$ cat src/hw/rtl/fsk_tx_pkg.sv
package fsk_tx_pkg;

  // Message buffer depth default
  localparam int unsigned BufferBytes = 64;

  // Field widths
  localparam int unsigned FuncW    = 2;
  localparam int unsigned IndexW   = 6;
  localparam int unsigned ByteW    = 8;
  localparam int unsigned CfgW     = 16;
  localparam int unsigned LenW     = 7;
  localparam int unsigned PaddrW   = 5;
  localparam int unsigned PdataW   = 32;

  // Register reset values
  localparam logic [CfgW-1:0] HighPeriodRst  = 16'd86;
  localparam logic [CfgW-1:0] HighCompareRst = 16'd43;
  localparam logic [CfgW-1:0] LowPeriodRst   = 16'd97;
  localparam logic [CfgW-1:0] LowCompareRst  = 16'd48;
  localparam logic [CfgW-1:0] BaudReloadRst  = 16'd10;
  localparam logic [LenW-1:0] MsgLengthRst   = 7'd64;

  typedef enum logic [FuncW-1:0] {
    FUNC_LOAD  = 2'd0,
    FUNC_START = 2'd1,
    FUNC_TICK  = 2'd2
  } func_e;

  // Register index, byte address is 4 * index
  typedef enum logic [2:0] {
    REG_HIGH_PERIOD  = 3'd0,
    REG_HIGH_COMPARE = 3'd1,
    REG_LOW_PERIOD   = 3'd2,
    REG_LOW_COMPARE  = 3'd3,
    REG_BAUD_RELOAD  = 3'd4,
    REG_MSG_LENGTH   = 3'd5
  } reg_e;

endpackage

$ cat src/hw/rtl/fsk_tx_if.sv
interface fsk_tx_req_if
  import fsk_tx_pkg::*;
();
  logic              valid;
  logic              ready;
  logic [FuncW-1:0]  func;
  logic [IndexW-1:0] byte_index;
  logic [ByteW-1:0]  byte_value;

  modport source (output valid, func, byte_index, byte_value, input ready);
  modport sink (input valid, func, byte_index, byte_value, output ready);
  modport monitor (input valid, ready, func, byte_index, byte_value);
endinterface

interface fsk_tx_res_if
  import fsk_tx_pkg::*;
();
  logic valid;
  logic ready;
  logic carrier_level;
  logic busy_res;
  logic done_res;

  modport source (output valid, carrier_level, busy_res, done_res, input ready);
  modport sink (input valid, carrier_level, busy_res, done_res, output ready);
  modport monitor (input valid, ready, carrier_level, busy_res, done_res);
endinterface

$ cat src/hw/rtl/fsk_pwm_bit_transmitter_unit.sv
// Binary FSK transmitter with a PWM carrier. Requests on req_i are: load a
// message byte (func 0), start a transmission (func 1) and one carrier clock
// tick (func 2); func 3 is ignored. Every request yields exactly one result on
// res_o, in the cycle after acceptance. One request is taken per clock as long as
// the result side keeps up: the result register is the only stage, and
// req_i.ready drops only while a result is held and res_o.ready is low.
// Bits go out MSB first from byte 0; a one bit runs the carrier at
// high_period/high_compare, a zero bit at low_period/low_compare, and each bit
// lasts baud_reload+1 carrier periods. The carrier is high while the count is
// at or below the compare value. The tick that ends the last bit raises
// done_res; busy_res on a tick shows the state before the tick. The message
// buffer is a plain RAM with no reset and no clearing pass: only bytes that
// were loaded may be sent. The next byte is prefetched from the RAM every
// cycle, and byte 0 is mirrored in flops so a start can use it at once.
// Registers (APB, 32-bit, byte address 4*i): 0 high_period, 1 high_compare,
// 2 low_period, 3 low_compare, 4 baud_reload, 5 message_length (0 acts as 1,
// values above the buffer depth saturate to the depth).
module fsk_pwm_bit_transmitter_unit
  import fsk_tx_pkg::*;
#(
  parameter int unsigned BUFFER_BYTES = BufferBytes
) (
  input  logic                clk_i,
  input  logic                rst_ni,
  // configuration
  input  logic                psel,
  input  logic                penable,
  input  logic                pwrite,
  input  logic [PaddrW-1:0]   paddr,
  input  logic [PdataW-1:0]   pwdata,
  output logic [PdataW-1:0]   prdata,
  output logic                pready,
  // request / result channels
  fsk_tx_req_if.sink          req_i,
  fsk_tx_res_if.source        res_o
);

  localparam int unsigned AW = (BUFFER_BYTES > 1) ? $clog2(BUFFER_BYTES) : 1;
  localparam int unsigned PW = $clog2(BUFFER_BYTES + 1);

  // ---------------------------------------------------------------------------
  // Configuration registers
  // ---------------------------------------------------------------------------
  logic [CfgW-1:0] high_period_q, high_compare_q, low_period_q, low_compare_q;
  logic [CfgW-1:0] baud_reload_q;
  logic [LenW-1:0] msg_length_q;
  logic            cfg_wr;

  assign pready = 1'b1;
  assign cfg_wr = psel && penable && pwrite;

  always_ff @(posedge clk_i or negedge rst_ni) begin
    if (!rst_ni) begin
      high_period_q  <= HighPeriodRst;
      high_compare_q <= HighCompareRst;
      low_period_q   <= LowPeriodRst;
      low_compare_q  <= LowCompareRst;
      baud_reload_q  <= BaudReloadRst;
      msg_length_q   <= MsgLengthRst;
    end else if (cfg_wr) begin
      unique case (paddr[4:2])
        REG_HIGH_PERIOD:  high_period_q  <= pwdata[CfgW-1:0];
        REG_HIGH_COMPARE: high_compare_q <= pwdata[CfgW-1:0];
        REG_LOW_PERIOD:   low_period_q   <= pwdata[CfgW-1:0];
        REG_LOW_COMPARE:  low_compare_q  <= pwdata[CfgW-1:0];
        REG_BAUD_RELOAD:  baud_reload_q  <= pwdata[CfgW-1:0];
        REG_MSG_LENGTH:   msg_length_q   <= pwdata[LenW-1:0];
        default: ;
      endcase
    end
  end

  always_comb begin
    prdata = '0;
    unique case (paddr[4:2])
      REG_HIGH_PERIOD:  prdata = PdataW'(high_period_q);
      REG_HIGH_COMPARE: prdata = PdataW'(high_compare_q);
      REG_LOW_PERIOD:   prdata = PdataW'(low_period_q);
      REG_LOW_COMPARE:  prdata = PdataW'(low_compare_q);
      REG_BAUD_RELOAD:  prdata = PdataW'(baud_reload_q);
      REG_MSG_LENGTH:   prdata = PdataW'(msg_length_q);
      default:          prdata = '0;
    endcase
  end

  // Effective length: 0 acts as 1, saturate at the buffer depth
  logic [PW-1:0] len_eff;
  always_comb begin
    if (msg_length_q == '0) begin
      len_eff = PW'(1);
    end else if (32'(msg_length_q) > BUFFER_BYTES) begin
      len_eff = PW'(BUFFER_BYTES);
    end else begin
      len_eff = PW'(msg_length_q);
    end
  end

  // ---------------------------------------------------------------------------
  // Handshake
  // ---------------------------------------------------------------------------
  logic res_valid_q;
  logic req_fire;

  assign req_i.ready = !res_valid_q || res_o.ready;
  assign req_fire    = req_i.valid && req_i.ready;

  // ---------------------------------------------------------------------------
  // Message RAM, byte 0 mirror and next-byte prefetch
  // ---------------------------------------------------------------------------
  logic [ByteW-1:0] msg_mem [BUFFER_BYTES];
  logic [ByteW-1:0] next_byte_q;
  logic [ByteW-1:0] byte0_q;
  logic             wr_en;
  logic [AW-1:0]    wr_addr;
  logic [AW-1:0]    rd_addr;
  logic [PW-1:0]    byte_pos_d, byte_pos_q;

  assign wr_en   = req_fire && (req_i.func == FUNC_LOAD) &&
                   (32'(req_i.byte_index) < BUFFER_BYTES);
  assign wr_addr = AW'(req_i.byte_index);
  // Prefetch the byte after the one in flight; unused past the end
  assign rd_addr = AW'(byte_pos_d + PW'(1));

  always_ff @(posedge clk_i) begin
    if (wr_en) begin
      msg_mem[wr_addr] <= req_i.byte_value;
    end
    if (wr_en && (wr_addr == rd_addr)) begin
      next_byte_q <= req_i.byte_value;
    end else begin
      next_byte_q <= msg_mem[rd_addr];
    end
    if (wr_en && (wr_addr == '0)) begin
      byte0_q <= req_i.byte_value;
    end
  end

  // ---------------------------------------------------------------------------
  // Transmit state
  // ---------------------------------------------------------------------------
  logic [ByteW-1:0] cur_byte_d, cur_byte_q;
  logic [2:0]       bit_pos_d, bit_pos_q;
  logic [CfgW-1:0]  periods_left_d, periods_left_q;
  logic [CfgW-1:0]  carrier_cnt_d, carrier_cnt_q;
  logic             cur_bit_d, cur_bit_q;
  logic             sending_d, sending_q;
  logic             level_d, busy_d, done_d;
  logic [CfgW-1:0]  per, cmp;
  logic [PW-1:0]    next_pos;

  assign per      = cur_bit_q ? high_period_q  : low_period_q;
  assign cmp      = cur_bit_q ? high_compare_q : low_compare_q;
  assign next_pos = byte_pos_q + PW'(1);

  always_comb begin
    byte_pos_d     = byte_pos_q;
    bit_pos_d      = bit_pos_q;
    periods_left_d = periods_left_q;
    carrier_cnt_d  = carrier_cnt_q;
    cur_bit_d      = cur_bit_q;
    cur_byte_d     = cur_byte_q;
    sending_d      = sending_q;
    level_d        = 1'b0;
    busy_d         = sending_q;
    done_d         = 1'b0;

    if (req_fire) begin
      unique case (req_i.func)
        FUNC_LOAD: begin
          // keep the byte in flight coherent with the RAM
          if (wr_en && (32'(req_i.byte_index) == 32'(byte_pos_q))) begin
            cur_byte_d = req_i.byte_value;
          end
        end
        FUNC_START: begin
          byte_pos_d     = '0;
          bit_pos_d      = '0;
          carrier_cnt_d  = '0;
          periods_left_d = baud_reload_q;
          cur_byte_d     = byte0_q;
          cur_bit_d      = byte0_q[7];
          sending_d      = 1'b1;
          busy_d         = 1'b1;
        end
        FUNC_TICK: begin
          if (sending_q) begin
            level_d = (carrier_cnt_q <= cmp);
            if (carrier_cnt_q >= per) begin
              carrier_cnt_d = '0;
              if (periods_left_q == '0) begin
                bit_pos_d = bit_pos_q + 3'd1;
                if (bit_pos_q == 3'd7) begin
                  byte_pos_d = next_pos;
                  if (next_pos >= len_eff) begin
                    sending_d = 1'b0;
                    done_d    = 1'b1;
                  end else begin
                    cur_byte_d     = next_byte_q;
                    cur_bit_d      = next_byte_q[7];
                    periods_left_d = baud_reload_q;
                  end
                end else begin
                  // MSB first: bit n of the byte sits at index 7-n
                  cur_bit_d      = cur_byte_q[~bit_pos_d];
                  periods_left_d = baud_reload_q;
                end
              end else begin
                periods_left_d = periods_left_q - CfgW'(1);
              end
            end else begin
              carrier_cnt_d = carrier_cnt_q + CfgW'(1);
            end
          end
        end
        default: ;
      endcase
    end
  end

  always_ff @(posedge clk_i or negedge rst_ni) begin
    if (!rst_ni) begin
      byte_pos_q     <= '0;
      bit_pos_q      <= '0;
      periods_left_q <= '0;
      carrier_cnt_q  <= '0;
      cur_bit_q      <= 1'b0;
      sending_q      <= 1'b0;
    end else begin
      byte_pos_q     <= byte_pos_d;
      bit_pos_q      <= bit_pos_d;
      periods_left_q <= periods_left_d;
      carrier_cnt_q  <= carrier_cnt_d;
      cur_bit_q      <= cur_bit_d;
      sending_q      <= sending_d;
    end
  end

  always_ff @(posedge clk_i) begin
    cur_byte_q <= cur_byte_d;
  end

  // ---------------------------------------------------------------------------
  // Result register
  // ---------------------------------------------------------------------------
  logic level_q, busy_q, done_q;

  always_ff @(posedge clk_i or negedge rst_ni) begin
    if (!rst_ni) begin
      res_valid_q <= 1'b0;
    end else if (req_fire) begin
      res_valid_q <= 1'b1;
    end else if (res_o.ready) begin
      res_valid_q <= 1'b0;
    end
  end

  always_ff @(posedge clk_i) begin
    if (req_fire) begin
      level_q <= level_d;
      busy_q  <= busy_d;
      done_q  <= done_d;
    end
  end

  assign res_o.valid         = res_valid_q;
  assign res_o.carrier_level = level_q;
  assign res_o.busy_res      = busy_q;
  assign res_o.done_res      = done_q;

endmodule

$ cat src/flat_wrapper.sv
// flat-port wrapper written by rule: the top's interface ports become plain ports
module fsk_pwm_bit_transmitter_unit_flat import fsk_tx_pkg::*;
#(
  parameter int unsigned BUFFER_BYTES = BufferBytes
)
  (clk_i, rst_ni, psel, penable, pwrite, paddr, pwdata, prdata, pready, req_i_valid, req_i_func, req_i_byte_index, req_i_byte_value, req_i_ready, res_o_valid, res_o_carrier_level, res_o_busy_res, res_o_done_res, res_o_ready);
  fsk_tx_req_if req_i_i ();
  fsk_tx_res_if res_o_i ();
  input  logic clk_i;
  input  logic rst_ni;
  input  logic psel;
  input  logic penable;
  input  logic pwrite;
  input  logic [PaddrW-1:0] paddr;
  input  logic [PdataW-1:0] pwdata;
  output logic [PdataW-1:0] prdata;
  output logic pready;
  input wire logic [$bits(req_i_i.valid)-1:0] req_i_valid;
  input wire logic [$bits(req_i_i.func)-1:0] req_i_func;
  input wire logic [$bits(req_i_i.byte_index)-1:0] req_i_byte_index;
  input wire logic [$bits(req_i_i.byte_value)-1:0] req_i_byte_value;
  output wire logic [$bits(req_i_i.ready)-1:0] req_i_ready;
  output wire logic [$bits(res_o_i.valid)-1:0] res_o_valid;
  output wire logic [$bits(res_o_i.carrier_level)-1:0] res_o_carrier_level;
  output wire logic [$bits(res_o_i.busy_res)-1:0] res_o_busy_res;
  output wire logic [$bits(res_o_i.done_res)-1:0] res_o_done_res;
  input wire logic [$bits(res_o_i.ready)-1:0] res_o_ready;
  assign req_i_i.valid = req_i_valid;
  assign req_i_i.func = req_i_func;
  assign req_i_i.byte_index = req_i_byte_index;
  assign req_i_i.byte_value = req_i_byte_value;
  assign req_i_ready = req_i_i.ready;
  assign res_o_valid = res_o_i.valid;
  assign res_o_carrier_level = res_o_i.carrier_level;
  assign res_o_busy_res = res_o_i.busy_res;
  assign res_o_done_res = res_o_i.done_res;
  assign res_o_i.ready = res_o_ready;
  fsk_pwm_bit_transmitter_unit #(.BUFFER_BYTES(BUFFER_BYTES)) u_core (.clk_i(clk_i), .rst_ni(rst_ni), .psel(psel), .penable(penable), .pwrite(pwrite), .paddr(paddr), .pwdata(pwdata), .prdata(prdata), .pready(pready), .req_i(req_i_i), .res_o(res_o_i));
endmodule
$ cat config.mk
export PLATFORM = sky130hd
export DESIGN_NAME = fsk_pwm_bit_transmitter_unit_flat
export DESIGN_NICKNAME = d
export VERILOG_FILES = /design/src/hw/rtl/fsk_tx_pkg.sv /design/src/hw/rtl/fsk_tx_if.sv /design/src/hw/rtl/fsk_pwm_bit_transmitter_unit.sv /design/src/flat_wrapper.sv
export SDC_FILE = /design/constraint.sdc
export NUM_CORES = 1
export LEC_CHECK = 0
export BUFFER_PORTS_ARGS = -buffer_cell sky130_fd_sc_hd__buf_2
export CORE_MARGIN = 10
export CORE_UTILIZATION = 42
export DETAILED_ROUTE_END_ITERATION = 10
export GPL_TIMING_DRIVEN = 1
export HOLD_SLACK_MARGIN = 0.05
export PLACE_DENSITY = 0.67
export SYNTH_ARGS = -nofsm -noshare
export SYNTH_HDL_FRONTEND = slang
export SYNTH_SLANG_ARGS = --single-unit
$ cat constraint.sdc
create_clock -name clk_i -period 3.75 [get_ports clk_i]
set_input_delay 0.75 -clock clk_i [delete_from_list [all_inputs] [get_ports clk_i]]
set_output_delay 0.75 -clock clk_i [all_outputs]
set_load 0.05 [all_outputs]
==> summary.md <==
| Metric | Value |
|---|---|
| Reg clk slew, reported paths | `60 ps` |
| Layout cells sized above 1 | `31.2%` |
| I/O pins | `98` |
| CP Launch Type | `flop` |
| Synth cell types | `66` |
| Max Freq | `0.285 GHz` |
| Post-synth top flop | `edfxtp_1` |
| Simple-gate share of the synthesized area | `5.35%` |
| DR iter-0 viols | `1495` |
| Critical path depth | `11` |
| Reg-to-reg endpoint | `u_core.carrier_cnt_q[10]` |
| Tot GR Track Use | `17.2%` |
| Drt drc | `0` |
| Dpl cells | `2623` |
| Worst-path cell chain | `mux2_2 -> ha_1 -> nand2b_1 -> a2111oi_0 -> nor4b_2 -> buf_4 -> nor3_2 -> nand2_1 -> and2_1 -> o22ai_1 -> a21o_1` |
| Via density | `5.70` |
| Final ANT Viol Nets | `0` |
| Hold Buf Count CTS | `0` |
| Fill count | `5533` |
| Die width | `282 microns` |
| Post-Synth Adder-Cell Area | `2.09%` |
| Path depth of the worst reg2reg path | `11` |
| R2r startpoint | `u_core.cur_bit_q` |
| Multi-input logic area | `0.00891 sq mm` |
| Finish-stage setup viols | `0` |
| Fin crit period | `3510 ps` |
| CTS tree | `yes` |
| Post-synth EDFFs | `531` |
| Setup TNS | `0 ps` |
| Worst VDD drop | `0.380 mV` |
| Register area | `0.0194 sq mm` |
| Worst-case clock buffer depth | `3` |
| Number of global-route vias before repair | `16.0k` |
| Synth cell count leaders | `531 x edfxtp_1, 178 x mux4_2, 129 x nor2_1` |
| Crit path required time | `4280 ps` |
| Top cell type's share of synthesized area | `55.4%` |
| Root buffer cell | `clkbuf_16` |
| Worst Skew | `18.8 ps` |
| Total CTS buffers | `69` |
| Dominant cell by count in the synthesized netlist | `edfxtp_1` |
| Die Y | `282 microns` |
| Period utilisation layout | `93.5%` |
| Cell count after synthesis | `1655` |
| Final hold violation count | `0` |
| Final HPWL DP | `45.1 mm` |
| Starting Density | `42.7%` |
| N_diodes | `0` |
| Clock sink total | `669` |
| Status | `finished, final reports clean` |
| Initial antenna violation count | `0` |
| Seq cells post-synth | `669` |
| CP delay by family, top | `simple AND/OR/NAND/NOR gates` |
| Worst skew pair latency | `610 ps` |
| Post-CTS Setup Bufs | `0` |
| Crit path to | `u_core.carrier_cnt_q[10]` |
| Largest family of logic cells by synthesized area | `multiplexers` |
| First-pass GRT wire length | `103 mm` |
| WL final | `68.0 mm` |
| DR WL/cell | `24.8 microns` |
| Max-cap viol count | `0` |
| Pleak | `11.6 nW` |
| Slowest-stage cell, CP | `dfrtp_2` |
| Nets | `1929` |
| RSZ-0062 raised after global routing | `no` |
| Total power | `0.0170 W` |
| Critical Path Max Stage Delay | `550 ps` |
| Pin count of the biggest net entering global routing | `110` |
| H-tree depth | `3` |
| Total number of vias | `15.7k` |
| Synth top area cells | `edfxtp_1 55%, mux4_2 14%, dfrtp_1 10%, mux2_2 3.6%, ha_1 2.1%` |
| Crit-path max FO | `12` |
| Arrival @ worst endpoint | `4040 ps` |
| Synth Area per Inst | `17.4 sq um` |
| CP endpoint kind | `flop` |
| Sequential area share after synthesis | `67.3%` |
| Post-synth top area cell | `edfxtp_1` |
| Layout Cells excl Fill | `2745` |
| Asr flop ratio synth | `19.7%` |
| Rel. slew slack | `17.0%` |
| WS Path Type | `reg -> reg` |
| Placeable Area | `0.0675 sq mm` |
| Synth Cell Area | `0.0288 sq mm` |
| PwrDens | `515 mW/mm^2` |
| FP Rows | `95` |
| Min-delay worst type | `in -> async` |
| Total global routing overflow | `0` |
| Synth Area in Compound Gates | `3.20%` |
| Slew Limit Fails | `0` |
| Crit path buf inv count | `1` |
| R2R setup slack | `240 ps` |
| Total iterations of the first detailed-routing run | `5` |
| IO Port Bufs | `62` |
| Area growth syn-to-layout | `14.5%` |
| XOR/XNOR share of the synthesized area | `0.791%` |
| DIE AREA | `0.0794 sq mm` |
| Worst slew pin tran | `1240 ps` |
| Multiplexer share of the synthesized area | `19.2%` |
| Ys Warns | `0` |
| CP startpoint | `u_core.cur_bit_q` |
| Placer Congestion | `0.867` |
## worst min path at each step
stage | from | end | slack (ps) | cells past startpoint
5_1_grt | rst_ni | u_core.high_compare_q[11] | 330 | 1
2_1_floorplan | rst_ni | u_core.baud_reload_q[0] | 450 | 0
3_5_place_dp | u_core.periods_left_q[0] | u_core.periods_left_q[0] | 490 | 2
4_1_cts | rst_ni | u_core.high_compare_q[11] | 330 | 1
3_3_place_gp | u_core.periods_left_q[0] | u_core.periods_left_q[0] | 490 | 2
6_report | rst_ni | u_core.high_compare_q[11] | 250 | 1
## layout by cell type (no fill, tap or decap), types with 56 or more instances in the layout
| cell | n |
|---|---|
| edfxtp_1 | 531 |
| mux2_2 | 92 |
| mux4_2 | 178 |
| nor2_1 | 129 |
| dfrtp_1 | 115 |
| buf_2 | 61 |
| buf_4 | 113 |
| clkbuf_16 | 71 |
| nand2_1 | 56 |
## sequential cells by signal, summed over array words and instances (netlist names), 3 cells and up, named ones only
signal,cells
u_core.low_period_q,16
u_core.high_period_q,16
u_core.msg_length_q,7
u_core.byte_pos_q,7
u_core.byte0_q,8
u_core.bit_pos_q,3
u_core.cur_byte_q,8
u_core.carrier_cnt_q,16
u_core.high_compare_q,16
u_core.periods_left_q,16
u_core.low_compare_q,16
u_core.baud_reload_q,16
u_core.msg_mem,512
## cell type report
class | count | share of cell area (%)
Tap cell | 873 | 3.31
Timing Repair Buffer | 181 | 3.90
Clock inverter | 31 | 0.975
Sequential cell | 669 | 58.8
Multi-Input combinational cell | 877 | 27.0
Inverter | 23 | 0.262
Clock buffer | 91 | 5.71
## layer usage
| metal | global-route usage [%] | wire length, microns | vias to the layer above |
|---|---|---|---|
| li1 | - | - | 6870 |
| met1 | 24.0 | 29100 | 8189 |
| met2 | 27.6 | 33200 | 504 |
| met3 | 3.35 | 4200 | 91 |
| met4 | 4.33 | 1450 | 0 |
| met5 | 0 | 0 | - |
## worst register-to-register path: stages (launching register included)
cell and delay (ps):
dfrtp_2 550, mux2_2 390, ha_1 260, nand2b_1 140
a2111oi_0 530, nor4b_2 130, buf_4 170, nor3_2 350
nand2_1 280, and2_1 340, o22ai_1 170, a21o_1 140
## power breakdown
part	leakage [nW]	switching [W]	internal (W)
logic	4.08	0.000991	0.000662
registers	6.49	0.000293	0.00833
clock network	1.06	0.00281	0.00390
## kinds of logic after synthesis
group,after synthesis
adder cells (fa/ha/maj),48
AO/OA/AOI/OAI,147
flip-flops,669
AND/OR/NAND/NOR,321
buffers and inverters,124
XOR/XNOR,26
multiplexers,318
other,2
## timing repair
| action | CTS | global route |
|---|---|---|
| endpoints found under the hold margin | 0 | 0 |
| gates resized for setup | 0 | 2 |
| setup endpoints to repair | 0 | 3 |
## per-stage QoR
| stage | hold slack, ps | setup slack [ps] | util [%] | instance area (sq um) |
|---|---|---|---|---|
| after global routing | 334 | 64.6 | 48.8 | 33000 |
| after global placement | 485 | 222 | 45.6 | 30800 |
| after floorplan | 454 | 114 | - | 28900 |
| final | 252 | 242 | 48.8 | 33000 |
| after detailed placement | 488 | 272 | 45.6 | 30800 |
| after CTS | 334 | 230 | 48.8 | 33000 |
Power figures use the tool's default switching activity.
